==> config.mk <==
export PLATFORM = sky130hd
export DESIGN_NAME = flph_ctrl
export DESIGN_NICKNAME = d
export VERILOG_FILES = /design/src/sv/flph_pkg.sv /design/src/sv/flph_ctrl.sv
export SDC_FILE = /design/constraint.sdc
export NUM_CORES = 1
export LEC_CHECK = 0
export BUFFER_PORTS_ARGS = -buffer_cell sky130_fd_sc_hd__buf_2
export CAP_MARGIN = 0
export CELL_PAD_IN_SITES_DETAIL_PLACEMENT = 0
export CELL_PAD_IN_SITES_GLOBAL_PLACEMENT = 2
export CORE_UTILIZATION = 19
export DETAILED_ROUTE_END_ITERATION = 7
export GPL_TIMING_DRIVEN = 0
export PLACE_DENSITY = 0.84
export SYNTH_ARGS = -nofsm -noshare
export SYNTH_HDL_FRONTEND = slang
export SYNTH_SLANG_ARGS = --single-unit
==> constraint.sdc <==
create_clock -name clk -period 1.3 [get_ports clk]
set_input_delay 0.13 -clock clk [delete_from_list [all_inputs] [get_ports clk]]
set_output_delay 0.13 -clock clk [all_outputs]
set_load 0.1 [all_outputs]
==> src/sv/flph_pkg.sv <==
`default_nettype none
package flph_pkg;

	localparam int TABLE_DEPTH_DEF = 64;
	localparam int KEY_BYTES_DEF   = 8;
	localparam int VALUE_BITS_DEF  = 16;

	localparam int KEY_FIELD_BITS = 64;
	localparam int HANDLER_BITS   = 16;
	localparam int STATUS_BITS    = 3;
	localparam int HASH_BITS      = 32;

	localparam logic [HASH_BITS-1:0] FNV_BASIS = 32'd2166136261;
	localparam logic [HASH_BITS-1:0] FNV_PRIME = 32'd16777619;

	localparam logic REQ_LOOKUP = 1'b0;
	localparam logic REQ_INSERT = 1'b1;

	localparam logic [STATUS_BITS-1:0] ST_HIT      = 3'd0;
	localparam logic [STATUS_BITS-1:0] ST_MISS     = 3'd1;
	localparam logic [STATUS_BITS-1:0] ST_INSERTED = 3'd2;
	localparam logic [STATUS_BITS-1:0] ST_UPDATED  = 3'd3;
	localparam logic [STATUS_BITS-1:0] ST_FULL     = 3'd4;
	localparam logic [STATUS_BITS-1:0] ST_NULL     = 3'd5;

	typedef struct packed {
		logic                      req_type;
		logic [KEY_FIELD_BITS-1:0] key_bytes;
		logic [HANDLER_BITS-1:0]   handler_id;
	} req_t;

	typedef struct packed {
		logic                    hit;
		logic [HANDLER_BITS-1:0] handler_out;
		logic [STATUS_BITS-1:0]  status;
	} rsp_t;

	typedef struct packed {
		logic                   clr;
		logic                   load;
		logic                   hash_step;
		logic                   red_load;
		logic                   red_step;
		logic                   advance;
		logic                   wr;
		logic                   rsp;
		logic [STATUS_BITS-1:0] code;
	} dp_cmd_t;

	typedef struct packed {
		logic clr_last;
		logic null_req;
		logic is_ins;
		logic hash_end;
		logic red_done;
		logic used;
		logic match;
		logic probe_last;
	} dp_sts_t;

endpackage
`default_nettype wire

==> src/sv/flph_ctrl.sv <==
`default_nettype none
module flph_ctrl
	import flph_pkg::*;
(
	input  wire logic    clk,
	input  wire logic    arst_n,
	input  wire logic    start,
	output logic         busy,
	output dp_cmd_t      cmd,
	input  wire dp_sts_t sts
);

	localparam logic [2:0] S_CLEAR  = 3'd0;
	localparam logic [2:0] S_IDLE   = 3'd1;
	localparam logic [2:0] S_HASH   = 3'd2;
	localparam logic [2:0] S_REDUCE = 3'd3;
	localparam logic [2:0] S_READ   = 3'd4;
	localparam logic [2:0] S_CHECK  = 3'd5;

	logic [2:0] state_q;
	logic [2:0] state_d;

	assign busy = (state_q != S_IDLE);

	always_comb begin
		state_d = state_q;
		cmd     = '0;
		case (state_q)
			S_CLEAR: begin
				cmd.clr = 1'b1;
				if (sts.clr_last) begin
					state_d = S_IDLE;
				end
			end
			S_IDLE: begin
				if (start) begin
					cmd.load = 1'b1;
					if (sts.null_req) begin
						cmd.rsp  = 1'b1;
						cmd.code = ST_NULL;
					end else begin
						state_d = S_HASH;
					end
				end
			end
			S_HASH: begin
				if (sts.hash_end) begin
					cmd.red_load = 1'b1;
					state_d      = S_REDUCE;
				end else begin
					cmd.hash_step = 1'b1;
				end
			end
			S_REDUCE: begin
				if (sts.red_done) begin
					state_d = S_READ;
				end else begin
					cmd.red_step = 1'b1;
				end
			end
			S_READ: begin
				state_d = S_CHECK;
			end
			S_CHECK: begin
				if (!sts.used) begin
					cmd.rsp = 1'b1;
					cmd.wr  = sts.is_ins;
					cmd.code = sts.is_ins ? ST_INSERTED : ST_MISS;
					state_d = S_IDLE;
				end else if (sts.match) begin
					cmd.rsp = 1'b1;
					cmd.wr  = sts.is_ins;
					cmd.code = sts.is_ins ? ST_UPDATED : ST_HIT;
					state_d = S_IDLE;
				end else if (sts.probe_last) begin
					cmd.rsp = 1'b1;
					cmd.code = sts.is_ins ? ST_FULL : ST_MISS;
					state_d = S_IDLE;
				end else begin
					cmd.advance = 1'b1;
					state_d     = S_READ;
				end
			end
			default: begin
				state_d = S_IDLE;
			end
		endcase
	end

	always_ff @(posedge clk or negedge arst_n) begin
		if (!arst_n) begin
			state_q <= S_CLEAR;
		end else begin
			state_q <= state_d;
		end
	end

endmodule
`default_nettype wire

### After elaboration in Yosys (flattened, before gate mapping)

Cells that the tools add are included.

| cells by class | value |
|---|---|
| div/mod/pow operators | 0 |
| reduce and logical (&&, ||, !) cells | 2 |
| multiply operators | 0 |
| $add $sub $neg | 0 |
| magnitude comparators | 0 |
| muxes and demuxes | 31 |
| bitwise operators | 0 |
| shifts and indexed selects | 0 |
| equality and inequality tests | 11 |

Operators by type and width:

| kind | number |
|---|---|
| $mux 3 | 9 |
| $pmux 3 s6 | 1 |
| $mux 4 | 4 |
| $mux 1 | 11 |
| $ne 2x2->1 const B | 5 |
| $mux 2 | 4 |
| $pmux 4 s2 | 1 |
| $eq 3x2->1 const B | 2 |
| $eq 3x3->1 const B | 2 |
| $mux 5 | 1 |
| $reduce_and 5->1 | 1 |
| $eq 3x1->1 const B | 1 |
| $logic_not 3->1 | 1 |
| $ne 3x1->1 const B | 1 |

| storage, ports and cells | value |
|---|---|
| output and inout bits | 12 |
| RAM bits | 0 |
| ROM bits | 0 |
| memories | 0 |
| input bits | 11 |
| flip-flop bits (word level) | 3 |
| latch bits | 0 |
| logic and storage cells | 45 |

### Depth between registers and ports, before layout

| depth | value |
|---|---|
| depth after elaboration | 5 |
| depth in mapped cells | 5 |
| mapped depth without buffers | 4 |

### Least setup slack after synthesis

OpenSTA, ideal clock, no wires.

| timing | value |
|---|---|
| path type | reg2out |
| start | reg state_q[1] |
| end | out cmd[8] (netlist bit) |
| required time | 1,170 ps |
| cell stages (with the launch flop) | 3 |
| path slack | -2,593 ps |
| path buffers | 1 |
| data arrival time | 3,763 ps |
| path through | dfrtp_1 > clkbuf_1 > nor4b_1 |

RTL lines:

| element | RTL line | RTL |
|---|---|---|
| start: declaration | flph_ctrl.sv:20 | `logic [2:0] state_q;` |
| start signal: assignment | flph_ctrl.sv:94 | `state_q <= state_d;` |
| end: declaration | flph_ctrl.sv:9 | `output dp_cmd_t cmd,` |

==> flow_summary.toml <==
[detailed_routing]
wl_met1_um = 429
wl_met3_um = 34
wl_met2_um = 569
wl_mm = 1.03
wl_per_cell_um = 11.2
ant_nets = 0
firstDrtPassIters = 6
avgViaCountPerCell = 4.71
top_layer_used = "met3"
num_vias = 433
drcViolationCount = 1
drt_iter0_drc = 7

[cells_and_area]
largest_reg_flops = 3
syn2layout_area_growth_pct = 158
regMostFlops = "state_q"
nFillCells = 137
largestRegisters = "state_q: 3 flops"
fin_nets = 88
stdcell_area_sq_um = 853
drive_gt1_share_pct = 65.8
fin_util_pct = 54.7
n_antenna_cell = 0
final_cells = 92

[logic_synthesis]
synthCells = 41
synth_edf_count = 0
synth_warnings = 0
synth_common_cells = "4 x nand2_1, 4 x nor2_1, 3 x a21oi_1, 3 x dfrtp_1, 3 x inv_1"
synth_seq_cells = 3
synth_top_area_cell = "dfrtp_1"
synth_area_leaders = "dfrtp_1 23%, and4bb_2 7.6%, nor4b_1 5.3%"
netlist-cell-type-count = 25
syn_area_sq_um = 330
synth.yosys.seq_area_share_pct = 22.7
async_flop_share_pct = 100
ys.flop_type = "dfrtp_1"
synth_top_area_share_pct = 22.7
synth_fp_nets = 52
avgSynthCellArea_sq_um = 8.06

[sta]
setup_viol = 12
finalWorstSetupSlack_ns = -0.427
fin_skew_ns = 0.000679
timing.fmax_mhz = 579
fin_crit_ns = 1.73
rsz0062_at_grt = "true"
maxSlewViolCount = 0
slew_headroom_pct = 68.0
period_share_pct = 133
worst_slew_pin_slew_ns = 0.483
hold_viol = 0

[grt]
antenna_found_initial = 0
grt_pass1_vias = 392
overflow = 0
track_usage_pct = 12.3
grt_max_degree = 11
grt_pass1_wl_mm = 1.68

[worst_setup_path]
crit_type = "reg -> out"
endpoint_kind = "output pin"
r2r-start = "state_q[1]"
cp-startpoint = "state_q[1]"
worstPathArrival_ns = 1.60
crit_fanout = 4
critPathTopFamily = "simple AND/OR/NAND/NOR gates"
slowest_delay_ns = 0.43
required_ns = 1.17
slowest_stage = "or3b_4"
cp_num_buf_inv = 1
cp-start-kind = "register"
worstPathCellList = "or3b_4 > nor2_4 > nand2_4 > o21ai_4 > buf_12"

[clocking]
clk_latency_ns = 0.23
clk_path_buf_depth = 2
cts-root-buf = "clkbuf_4"
cts.clk_slew.worst_paths_ns = 0.04
cts_buffers = 3
htreeDepth = 1
cts_sinks = 3
cts_tree = "yes"

[power_and_ir_drop]
sw_frac_of_total_pct = 55.6
leakage_uw = 0.000384
seq_power_share_pct = 7.2
total_power_uw = 2410
irDropWorstVdd_v = 0.00173
power_frac_comb_pct = 86.0
clkPwrFrac_pct = 6.7
p_int_uw = 1070
netSwitchingPower_uw = 1340
power.density_nw_per_um2 = 2830

[floorplan]
core-area_sq_um = 1560
die_h_um = 43.7
io-pin-count = 23
std_cell_rows = 14
start_util_pct = 21.2
die_w_um = 43.7
dieArea_sq_um = 1910

[placed_design]
dpl.hpwl_um = 664
place_inst = 79
gp_congestion = 0.719
dpl_cell_area_sq_um = 558
portBuffers = 22
dp_slack_ns = -0.532

[outcome]
violations = "DRC, setup timing"
outcome = "complete, but fails checks"

[min_path]
min_path_type = "in -> async"

[run]
max_cap_violations = 0
[worst paths after layout]
path	end	slack [ns]	cells past startpoint
worst max-delay path	cmd[0]	-0.43	5
worst min-delay path	state_q[2]	0.22	2
worst max register to register	state_q[0]	0.05	4
worst min register to register	state_q[1]	0.76	4
max in group asynchronous	state_q[0]	0.98	2
min in group clk	state_q[2]	0.22	2
[what timing repair did]
action / CTS / global route
pin swaps: 6 / 6
setup endpoints to repair: 12 / 13
hold endpoints to repair: 3 / 0
hold buffers: 1 / 0
resized for setup: 52 / 5
buffers inserted: 6 / 4
[cell type report]
cell class	count	area (sq um)	share of cell area (%)
buffer	3	48.8	5.72
clock buffer	4	26.3	3.08
inverter	3	11.3	1.32
multi-input combinational	31	309	36.2
sequential	3	75.1	8.80
tap	16	20.0	2.35
timing repair buffer	32	363	42.5
[power by group through the flow]
stage	combinational (uW)	sequential, uW	clock [uW]
final	2080	174	162
after global routing	2160	180	180
after CTS	2000	174	169
after detailed placement	1500	169	0
after global placement	1500	170	0
after floorplan	1330	164	0
[logic make-up (layout without fill, tap and decap cells)]
family,after synthesis,after routing,share of synthesized area [%]
flops,3,3,22.7
simple gates,21,21,42.8
compound gates,9,9,20.1
buf+inv,7,42,11.4
mux,1,1,3.03
[layout by cell type (no fill, tap or decap), types with 3 or more instances in the layout]
master     n
buf_12    11
clkbuf_4   3
nor2_1     3
dfrtp_1    3
a21oi_1    3
buf_6      6
buf_2     11
buf_4      4
[stage by stage]
| step | TNS (ns) | hold WS (ns) |
|---|---|---|
| after detailed placement | -3.75 | -0.0723 |
| after floorplan | -5.96 | -0.166 |
| final | -3.36 | 0.220 |
| after global placement | -3.74 | -0.0737 |
| after CTS | -4.42 | 0.210 |
| after global routing | -4.09 | 0.220 |
[per-layer routing]
metal / global-route usage (%) / up-vias
met2: 19.7 / 10
met4: 9.38 / 0
met1: 14.9 / 203
met3: 1.25 / 0
met5: 0 / -
li1: - / 220
[worst register-to-register path, cell delays in order, from the launching register on]
cell,delay (ns)
dfrtp_1,0.40
buf_4,0.15
buf_8,0.13
o311ai_0,0.34
a21oi_1,0.10
No activity file was read; power rests on OpenSTA's default activity.
